<file path="config.mk">
export PLATFORM = sky130hd
export DESIGN_NAME = pdu_register_table_access_unit_flat
export DESIGN_NICKNAME = d
export VERILOG_FILES = /design/src/sv/prta_pkg.sv /design/src/sv/prta_if.sv /design/src/sv/pdu_register_table_access_unit.sv /design/src/flat_wrapper.sv
export SDC_FILE = /design/constraint.sdc
export NUM_CORES = 1
export LEC_CHECK = 0
export BUFFER_PORTS_ARGS = -buffer_cell sky130_fd_sc_hd__buf_4
export CORE_MARGIN = 2
export CORE_UTILIZATION = 62
export CTS_CLUSTER_DIAMETER = 60
export DETAILED_ROUTE_END_ITERATION = 7
export PLACE_DENSITY = 0.79
export SLEW_MARGIN = 20
export SYNTH_ARGS = -nofsm -noshare
export SYNTH_HDL_FRONTEND = slang
export SYNTH_SLANG_ARGS = --single-unit
</file>
<file path="constraint.sdc">
create_clock -name clk -period 3.2 [get_ports clk]
set_input_delay 0.16 -clock clk [delete_from_list [all_inputs] [get_ports clk]]
set_output_delay 0.16 -clock clk [all_outputs]
set_load 0.05 [all_outputs]
</file>
<file path="src/sv/prta_pkg.sv">
`default_nettype none

package prta_pkg;

  // Item field widths
  localparam int BYTE_W = 8;

  // Default table depth
  localparam int TABLE_ENTRIES_DEF = 10;

  // Byte positions of the request header
  localparam int POS_CODE  = 0;
  localparam int POS_BEGIN = 1;
  localparam int POS_SIZE  = 2;
  localparam int HDR_LEN   = 3;

  // Byte counter saturates here
  localparam logic [BYTE_W-1:0] COUNT_MAX = 8'd255;

  // Exception byte: function code with the top bit toggled
  localparam logic [BYTE_W-1:0] EXC_FLAG = 8'h80;

endpackage

`default_nettype wire

</file>
<file path="src/sv/prta_if.sv">
`default_nettype none

// Request channel: one request byte per item
interface prta_req_if;
  logic                        valid;
  logic                        ready;
  logic                        req_type;
  logic [prta_pkg::BYTE_W-1:0] pdu_byte;
  logic                        pdu_last;

  modport source (output valid, output req_type, output pdu_byte, output pdu_last,
                  input ready);
  modport sink   (input valid, input req_type, input pdu_byte, input pdu_last,
                  output ready);
endinterface

// Response channel: one response byte per item
interface prta_resp_if;
  logic                        valid;
  logic                        ready;
  logic [prta_pkg::BYTE_W-1:0] resp_byte;
  logic                        resp_last;
  logic                        exception;

  modport source (output valid, output resp_byte, output resp_last, output exception,
                  input ready);
  modport sink   (input valid, input resp_byte, input resp_last, input exception,
                  output ready);
endinterface

`default_nettype wire

</file>
<file path="src/sv/pdu_register_table_access_unit.sv">
// Register table access unit.
// in_req  : request bytes (function code, begin, size, then write data), req_type
//           taken from the first byte, pdu_last on the final byte. One byte per
//           cycle is taken while a request is being collected.
// out_resp: response bytes with resp_last on the final one. A failed check gives a
//           single byte, code plus 128, with exception set.
// Sequence: request bytes enter while collecting, then a check state runs. A read
// gives 3 header bytes, then table bytes, each through an issue and a wait state
// since the table memory read is registered. A passing write first copies its
// data from the staging memory into the table, each byte through a read and a
// write state, then gives the 3 header bytes. in_req is not ready from the final
// byte until the last response byte is in the output register.
// Reset (rst_n low, synchronous): the table reads back entry i = i through per-entry
// valid bits, the byte counter and header registers clear, no output is pending.
// A stalled receiver holds the output register; the sequencer waits with it.
`default_nettype none

module pdu_register_table_access_unit #(
  parameter int TABLE_ENTRIES = prta_pkg::TABLE_ENTRIES_DEF
) (
  input  wire logic   clk,
  input  wire logic   rst_n,
  prta_req_if.sink    in_req,
  prta_resp_if.source out_resp
);

  localparam int AW = (TABLE_ENTRIES > 1) ? $clog2(TABLE_ENTRIES) : 1;
  localparam int BW = prta_pkg::BYTE_W;
  localparam logic [BW-1:0] ENTRIES_B = BW'(TABLE_ENTRIES);
  localparam logic [BW-1:0] HDR_LEN_B = BW'(prta_pkg::HDR_LEN);

  typedef enum logic [2:0] {
    S_COLLECT, S_CHECK, S_CP_RD, S_CP_WR, S_HDR, S_RD_ISSUE, S_RD_WAIT, S_EXC
  } state_t;

  state_t        state_r;
  logic [BW-1:0] cnt_r;
  logic [BW-1:0] len_r;
  logic [BW-1:0] code_r;
  logic [BW-1:0] begin_r;
  logic [BW-1:0] size_r;
  logic          kind_r;
  logic [BW-1:0] idx_r;
  logic [1:0]    hidx_r;
  logic [AW-1:0] cp_wa_r;

  logic          out_valid_r;
  logic [BW-1:0] out_byte_r;
  logic          out_last_r;
  logic          out_exc_r;

  // Memories and their read registers
  logic [BW-1:0] tbl_mem_r [TABLE_ENTRIES];
  logic [BW-1:0] wbuf_mem_r [TABLE_ENTRIES];
  logic [TABLE_ENTRIES-1:0] tbl_vld_r;
  logic [BW-1:0] tbl_q_r;
  logic          tbl_hit_r;
  logic [AW-1:0] tbl_ra_r;
  logic [BW-1:0] wbuf_q_r;

  logic          in_acc;
  logic          out_free;
  logic          out_load;
  logic [BW-1:0] cnt_sat;
  logic [BW-1:0] wb_off;
  logic          wb_we;
  logic [AW-1:0] tbl_ra;
  logic          tbl_we;
  logic [BW-1:0] tbl_rdata;
  logic [BW-1:0] idx_inc;
  logic          idx_done;
  logic          ok_len;
  logic          ok_begin;
  logic          ok_range;
  logic          ok_wlen;

  // Handshake
  assign in_req.ready   = (state_r == S_COLLECT);
  assign in_acc         = in_req.valid && in_req.ready;
  assign out_free       = !out_valid_r || out_resp.ready;
  assign out_load       = out_free && ((state_r == S_HDR) || (state_r == S_RD_WAIT) ||
                                       (state_r == S_EXC));
  assign out_resp.valid     = out_valid_r;
  assign out_resp.resp_byte = out_byte_r;
  assign out_resp.resp_last = out_last_r;
  assign out_resp.exception = out_exc_r;

  // Byte position bookkeeping
  assign cnt_sat = (cnt_r == prta_pkg::COUNT_MAX) ? prta_pkg::COUNT_MAX : cnt_r + 8'd1;
  assign wb_off  = cnt_r - HDR_LEN_B;
  assign wb_we   = in_acc && (cnt_r >= HDR_LEN_B) && (wb_off < ENTRIES_B);

  // Table addressing and write-back
  assign tbl_ra    = AW'(begin_r + idx_r);
  assign tbl_we    = (state_r == S_CP_WR);
  assign tbl_rdata = tbl_hit_r ? tbl_q_r : BW'(tbl_ra_r);
  assign idx_inc   = idx_r + 8'd1;
  assign idx_done  = (idx_inc == size_r);

  // Request checks
  assign ok_len   = kind_r ? (len_r >= HDR_LEN_B) : (len_r == HDR_LEN_B);
  assign ok_begin = (begin_r < ENTRIES_B);
  assign ok_range = ({1'b0, begin_r} + {1'b0, size_r}) <= {1'b0, ENTRIES_B};
  assign ok_wlen  = !kind_r || ({1'b0, len_r} == ({1'b0, size_r} + {1'b0, HDR_LEN_B}));

  // Staging memory for write data
  always_ff @(posedge clk) begin
    if (wb_we) begin
      wbuf_mem_r[wb_off[AW-1:0]] <= in_req.pdu_byte;
    end
    wbuf_q_r <= wbuf_mem_r[idx_r[AW-1:0]];
  end

  // Register table memory
  always_ff @(posedge clk) begin
    if (tbl_we) begin
      tbl_mem_r[cp_wa_r] <= wbuf_q_r;
    end
    tbl_q_r  <= tbl_mem_r[tbl_ra];
    tbl_ra_r <= tbl_ra;
  end

  // Written-entry flags; an unwritten entry reads as its own index
  always_ff @(posedge clk) begin
    if (!rst_n) begin
      tbl_vld_r <= '0;
      tbl_hit_r <= 1'b0;
    end else begin
      if (tbl_we) begin
        tbl_vld_r[cp_wa_r] <= 1'b1;
      end
      tbl_hit_r <= tbl_vld_r[tbl_ra];
    end
  end

  // Sequencer and output register
  always_ff @(posedge clk) begin
    if (!rst_n) begin
      state_r     <= S_COLLECT;
      cnt_r       <= '0;
      len_r       <= '0;
      code_r      <= '0;
      begin_r     <= '0;
      size_r      <= '0;
      kind_r      <= 1'b0;
      idx_r       <= '0;
      hidx_r      <= '0;
      cp_wa_r     <= '0;
      out_valid_r <= 1'b0;
      out_byte_r  <= '0;
      out_last_r  <= 1'b0;
      out_exc_r   <= 1'b0;
    end else begin
      if (out_valid_r && out_resp.ready && !out_load) begin
        out_valid_r <= 1'b0;
      end
      unique case (state_r)
        S_COLLECT: begin
          if (in_acc) begin
            if (cnt_r == BW'(prta_pkg::POS_CODE)) begin
              code_r <= in_req.pdu_byte;
              kind_r <= in_req.req_type;
            end else if (cnt_r == BW'(prta_pkg::POS_BEGIN)) begin
              begin_r <= in_req.pdu_byte;
            end else if (cnt_r == BW'(prta_pkg::POS_SIZE)) begin
              size_r <= in_req.pdu_byte;
            end
            if (in_req.pdu_last) begin
              cnt_r   <= '0;
              len_r   <= cnt_sat;
              state_r <= S_CHECK;
            end else begin
              cnt_r <= cnt_sat;
            end
          end
        end
        S_CHECK: begin
          idx_r  <= '0;
          hidx_r <= '0;
          if (!(ok_len && ok_begin && ok_range && ok_wlen)) begin
            state_r <= S_EXC;
          end else if (kind_r && (size_r != '0)) begin
            state_r <= S_CP_RD;
          end else begin
            state_r <= S_HDR;
          end
        end
        S_CP_RD: begin
          // staging read of entry idx is in flight
          cp_wa_r <= tbl_ra;
          state_r <= S_CP_WR;
        end
        S_CP_WR: begin
          if (idx_done) begin
            idx_r   <= '0;
            state_r <= S_HDR;
          end else begin
            idx_r   <= idx_inc;
            state_r <= S_CP_RD;
          end
        end
        S_HDR: begin
          if (out_free) begin
            out_valid_r <= 1'b1;
            out_exc_r   <= 1'b0;
            out_last_r  <= 1'b0;
            hidx_r      <= hidx_r + 2'd1;
            case (hidx_r)
              2'(prta_pkg::POS_CODE):  out_byte_r <= code_r;
              2'(prta_pkg::POS_BEGIN): out_byte_r <= begin_r;
              default: begin
                out_byte_r <= size_r;
                out_last_r <= kind_r || (size_r == '0);
                state_r    <= (kind_r || (size_r == '0)) ? S_COLLECT : S_RD_ISSUE;
              end
            endcase
          end
        end
        S_RD_ISSUE: begin
          state_r <= S_RD_WAIT;
        end
        S_RD_WAIT: begin
          if (out_free) begin
            out_valid_r <= 1'b1;
            out_byte_r  <= tbl_rdata;
            out_last_r  <= idx_done;
            out_exc_r   <= 1'b0;
            idx_r       <= idx_inc;
            state_r     <= idx_done ? S_COLLECT : S_RD_ISSUE;
          end
        end
        S_EXC: begin
          if (out_free) begin
            out_valid_r <= 1'b1;
            out_byte_r  <= code_r ^ prta_pkg::EXC_FLAG;
            out_last_r  <= 1'b1;
            out_exc_r   <= 1'b1;
            state_r     <= S_COLLECT;
          end
        end
        default: state_r <= S_COLLECT;
      endcase
    end
  end

  // Checks
  a_exc_is_last: assert property (@(posedge clk) disable iff (!rst_n)
    out_valid_r && out_exc_r |-> out_last_r)
    else $error("exception byte without resp_last");

  a_stop_after_last: assert property (@(posedge clk) disable iff (!rst_n)
    in_acc && in_req.pdu_last |=> !in_req.ready)
    else $error("request taken after final byte");

  a_tbl_wa_range: assert property (@(posedge clk) disable iff (!rst_n)
    tbl_we |-> (9'(cp_wa_r) < 9'(TABLE_ENTRIES)))
    else $error("table write beyond last entry");

  a_tbl_write_passed: assert property (@(posedge clk) disable iff (!rst_n)
    tbl_we |-> kind_r && ok_len && ok_begin && ok_range && ok_wlen)
    else $error("table written by a failing request");

endmodule

`default_nettype wire
</file>
<file path="src/flat_wrapper.sv">
// flat-port wrapper written by rule: the top's interface ports become plain ports
module pdu_register_table_access_unit_flat 
#(
  parameter int TABLE_ENTRIES = prta_pkg::TABLE_ENTRIES_DEF
)
  (clk, rst_n, in_req_valid, in_req_req_type, in_req_pdu_byte, in_req_pdu_last, in_req_ready, out_resp_valid, out_resp_resp_byte, out_resp_resp_last, out_resp_exception, out_resp_ready);
  prta_req_if in_req_i ();
  prta_resp_if out_resp_i ();
  input  wire logic clk;
  input  wire logic rst_n;
  input wire logic [$bits(in_req_i.valid)-1:0] in_req_valid;
  input wire logic [$bits(in_req_i.req_type)-1:0] in_req_req_type;
  input wire logic [$bits(in_req_i.pdu_byte)-1:0] in_req_pdu_byte;
  input wire logic [$bits(in_req_i.pdu_last)-1:0] in_req_pdu_last;
  output wire logic [$bits(in_req_i.ready)-1:0] in_req_ready;
  output wire logic [$bits(out_resp_i.valid)-1:0] out_resp_valid;
  output wire logic [$bits(out_resp_i.resp_byte)-1:0] out_resp_resp_byte;
  output wire logic [$bits(out_resp_i.resp_last)-1:0] out_resp_resp_last;
  output wire logic [$bits(out_resp_i.exception)-1:0] out_resp_exception;
  input wire logic [$bits(out_resp_i.ready)-1:0] out_resp_ready;
  assign in_req_i.valid = in_req_valid;
  assign in_req_i.req_type = in_req_req_type;
  assign in_req_i.pdu_byte = in_req_pdu_byte;
  assign in_req_i.pdu_last = in_req_pdu_last;
  assign in_req_ready = in_req_i.ready;
  assign out_resp_valid = out_resp_i.valid;
  assign out_resp_resp_byte = out_resp_i.resp_byte;
  assign out_resp_resp_last = out_resp_i.resp_last;
  assign out_resp_exception = out_resp_i.exception;
  assign out_resp_i.ready = out_resp_ready;
  pdu_register_table_access_unit #(.TABLE_ENTRIES(TABLE_ENTRIES)) u_core (.clk(clk), .rst_n(rst_n), .in_req(in_req_i), .out_resp(out_resp_i));
endmodule
</file>
==> results <==
- The flow ran to the end, and the final reports show no timing, DRC or antenna violations.
- The core outline area is 0.0181 mm^2.
- The number of pins with negative max-slew slack in the final report is 0.
- The number of hold violations in the final report was 0.
- The critical path is of the reg -> reg type.
- The count of nets left with antenna violations after detail routing is 0.
- Dividing the detail-routed via count by the number of cells gives 6.34.
- The final standard cell area without fillers is between 0.01 and 0.015 mm^2.
- The top cell types in the final layout, fill and taps aside, are sky130_fd_sc_hd__edfxtp_1 (160), sky130_fd_sc_hd__dfxtp_1 (99), sky130_fd_sc_hd__nor2_1 (73).
- The ratio of cells with drive above 1 in the final layout is between 10 and 15%.
- Detailed placement ended at an HPWL of around 17,000 um.
- The capture instance of the worst register-to-register path is u_core.wbuf_mem_r[7][3].
- Summed over all failing endpoints, the final setup total negative slack is 0 ns.
- The longest clock path from root to sink contains 3 buffers.
- The clock transition at the registers of the reported paths is about 0.06 ns.
- The tree is rooted in a sky130_fd_sc_hd__clkbuf_16.
- The maximum clock rate is about 350 MHz.
- Counting every net in the synthesized netlist gives ~970.
- For this run, the number of Yosys warnings is 0.
- The remaining max-slew budget at the tightest pin is 49.1%.
- 0 antenna diodes ended up in the layout.
- The port buffer count is 25.
- The synthesized design contains 260 register bits.
- The clock reaches the later pin of the worst-skew pair after approximately 0.53 ns.
- The sequential element share of the synthesized area is 59.2%.
- The post-synthesis instance area is approximately 0.011 mm^2.
- The source of the worst hold timing path is rst_n.
- The post-detailed-route DRC marker count is 0.
- The weighted congestion reported at the end of routability-driven placement is 0.872.
- The violation count after the first detailed-route iteration is approximately 690.
- The number of clock sinks seen by CTS is 260.
- The number of antenna violations at the first check in global routing was 0.
- The final setup violation count is 0.
- The final layout contains between 1,000 and 1,500 nets.
- The first detailed-routing pass ran for 8 iterations.
- Leaving out fill and tap cells, the most frequent cell in the layout is sky130_fd_sc_hd__edfxtp_1.
- The max-capacitance violation count is 0.
- Among all flip-flop cells after synthesis, the most frequent one is sky130_fd_sc_hd__edfxtp_1.
- Entering global routing, the biggest net connects between 60 and 70 pins.
- The post-detailed-route wirelength per cell is around 21 um.
- The global-route congestion overflow total is 0.
- The element type at the critical path end is a flip-flop.
- The clock skew is 0.0104 ns.
- The static power due to leakage is 4.44 nW.
- The fraction of the cycle the final worst path needs is around nine tenths.
- The maximum VDD drop is 0.749 mV.
- The die covers just under 0.02 mm^2.
- The measured slew at the worst slew-check pin is between 0.7 and 0.8 ns.
- The synthesized area divided by synthesized cell count is roughly 12 um^2.
- The placed standard-cell area is ~0.012 mm^2.
- The path depth of the worst reg2reg path is 7.
- In this run the power density over the cells is 651 mW/mm^2.
- In this run the vertical extent of the chip is around 140 um.
- The via count of the first global-routing pass is approximately 7,500.
- For hold timing, the worst endpoint is u_core.tbl_vld_r[5].
- STA puts the critical path data required time at 3.38 ns.
- The worst path in the final design needs a cycle of about 2.8 ns, including I/O delays and setup.
- Of all nets on the critical path, the largest fanout is 12.
- Setup repair after global routing left no endpoint under its margin.
- After clock tree synthesis, the setup repair step added 0 buffers.
- For this configuration, the core starts out at a cell density of a little under two thirds.
- The critical register-to-register path startpoint is u_core.cnt_r[0].
- The wire length of the first global-routing pass is around 40,000 um.
- The share of flip-flops with an asynchronous set or reset after synthesis is 0%.
- From synthesis to final layout, the design area changed by 13.1%.
- 26 I/O pins were placed.
- STA classifies the critical path startpoint as a flip-flop.
- CTS built an H-tree with a depth of 1.
- The path class of the tightest hold or removal check is in -> reg.
- The filler cell count is around 1,200.
- The post-synthesis instance total is between 900 and 1,000.
- The routed design has between 20,000 and 30,000 um of wire.
- STA puts the critical path data arrival time at between 3 and 4 ns.
- Counting the buffers created by CTS gives 27.
- The count of distinct cell types in the synthesized netlist is 62.
- The worst hold path passes through 2 cells.
- The die is about 140 um wide.
- The number of vias after detailed routing is ~7,700.
- The CTS tree is yes.
- Global routing used a little over a quarter of the available tracks across all layers.
- The count of flip-flops with a built-in enable after synthesis is 160.
- The number of rows in the core area is just under 50.
- Post-CTS repair changed the size of 0 cells.
- In this run the register-to-register setup slack is roughly 0.36 ns.
## worst max-delay path, cell delays in order (launching register included)
cell	delay, ns
sky130_fd_sc_hd__dfxtp_1	0.49
sky130_fd_sc_hd__ha_1	0.45
sky130_fd_sc_hd__nand3_1	0.16
sky130_fd_sc_hd__o32ai_1	0.31
sky130_fd_sc_hd__o21ai_0	0.11
sky130_fd_sc_hd__or2_2	0.33
sky130_fd_sc_hd__nor2_1	0.23
sky130_fd_sc_hd__and2_1	0.41
## logic make-up after synthesis
family	Yosys count	synth area share, %
AOI/OAI and AO/OA	200	11.4
DFF	260	59.2
xor gates and xnor gates	30	2.29
buffers and inverters	80	2.92
adders and majority gates	24	2.74
muxes	76	10.3
and+or+nand+nor	259	11.1
## cells in the mapped netlist (16+ instances only)
cell type / count / area, um^2
sky130_fd_sc_hd__nand3_1: 16 / 80.1
sky130_fd_sc_hd__a31oi_1: 21 / 131
sky130_fd_sc_hd__clkbuf_1: 38 / 143
sky130_fd_sc_hd__a21oi_1: 65 / 325
sky130_fd_sc_hd__and2_1: 24 / 150
sky130_fd_sc_hd__dfxtp_1: 100 / 2000
sky130_fd_sc_hd__a211oi_1: 26 / 195
sky130_fd_sc_hd__edfxtp_1: 160 / 4800
sky130_fd_sc_hd__o21ai_0: 22 / 110
sky130_fd_sc_hd__mux4_2: 34 / 766
sky130_fd_sc_hd__inv_1: 22 / 82.6
sky130_fd_sc_hd__xnor2_1: 19 / 166
sky130_fd_sc_hd__mux2i_1: 41 / 410
sky130_fd_sc_hd__nor2_1: 73 / 274
sky130_fd_sc_hd__ha_1: 22 / 275
sky130_fd_sc_hd__nand2_1: 71 / 267
sky130_fd_sc_hd__nor3_1: 20 / 100
## power by group
group	internal, mW	switching [mW]
Sequential	3.67	0.108
Combinational	0.476	0.939
Clock	2.01	1.26
Total	6.16	2.31
## how the worst max path moves through the flow
stage | from | end | slack (ns) | depth (start not counted)
after floorplan | u_core.state_r[2] | u_core.wbuf_mem_r[9][0] | 0.58 | 7
after global placement | u_core.cnt_r[1] | u_core.wbuf_mem_r[9][0] | 0.60 | 7
after detailed placement | u_core.cnt_r[1] | u_core.wbuf_mem_r[7][0] | 0.52 | 7
after CTS | u_core.cnt_r[1] | u_core.wbuf_mem_r[7][7] | 0.35 | 7
after global routing | u_core.cnt_r[0] | u_core.wbuf_mem_r[7][7] | 0.17 | 7
final | u_core.cnt_r[0] | u_core.wbuf_mem_r[7][3] | 0.36 | 7
## flip-flops by register name, indices dropped and copies added (netlist names)
signal,count
u_core.wbuf_mem_r,80
u_core.code_r,8
u_core.tbl_ra_r,4
u_core.size_r,8
u_core.tbl_hit_r,1
u_core.idx_r,8
u_core.len_r,8
u_core.out_resp.exception,1
u_core.state_r,3
u_core.wbuf_q_r,8
u_core.begin_r,8
u_core.out_resp.resp_last,1
u_core.cp_wa_r,4
u_core.cnt_r,8
u_core.kind_r,1
u_core.tbl_q_r,8
u_core.tbl_mem_r,80
u_core.tbl_vld_r,10
u_core.out_resp.valid,1
u_core.out_resp.resp_byte,8
u_core.hidx_r,2
## per-layer routing
metal | wire, um | up-vias | global-route usage, %
met5 | 0 | - | 0
met4 | 842 | 0 | 8.77
met3 | 2130 | 64 | 4.68
met2 | 12100 | 368 | 42.5
met1 | 11000 | 3716 | 38.3
li1 | - | 3553 | -
## timing repair
item                                   in CTS  in global routing
hold buffers                               11                  0
endpoints found under the hold margin      92                  0
setup endpoints to repair                   0                  0
## layout make-up
class | count | area (um^2) | area share [%]
Sequential cell | 260 | 6810 | 52.4
Multi-Input combinational cell | 589 | 4350 | 33.5
Clock buffer | 37 | 768 | 5.91
Timing Repair Buffer | 64 | 520 | 4.01
Tap cell | 229 | 287 | 2.20
Clock inverter | 13 | 180 | 1.39
Inverter | 22 | 82.6 | 0.635
## metrics by stage
| step | total power, mW | setup WS (ns) | hold WS, ns | util [%] | instances |
|---|---|---|---|---|---|
| floorplan | 4.82 | 0.581 | 0.259 | - | 929 |
| global placement | 5.21 | 0.599 | 0.418 | 66.0 | 1153 |
| detailed placement | 5.22 | 0.516 | 0.426 | 66.0 | 1153 |
| CTS | 8.47 | 0.352 | 0.00501 | 71.9 | 1214 |
| global route | 8.75 | 0.170 | 0.0331 | 71.9 | 1214 |
| finish | 8.47 | 0.363 | 0.0361 | 71.9 | 1214 |
(Power assumes the default switching activity.)
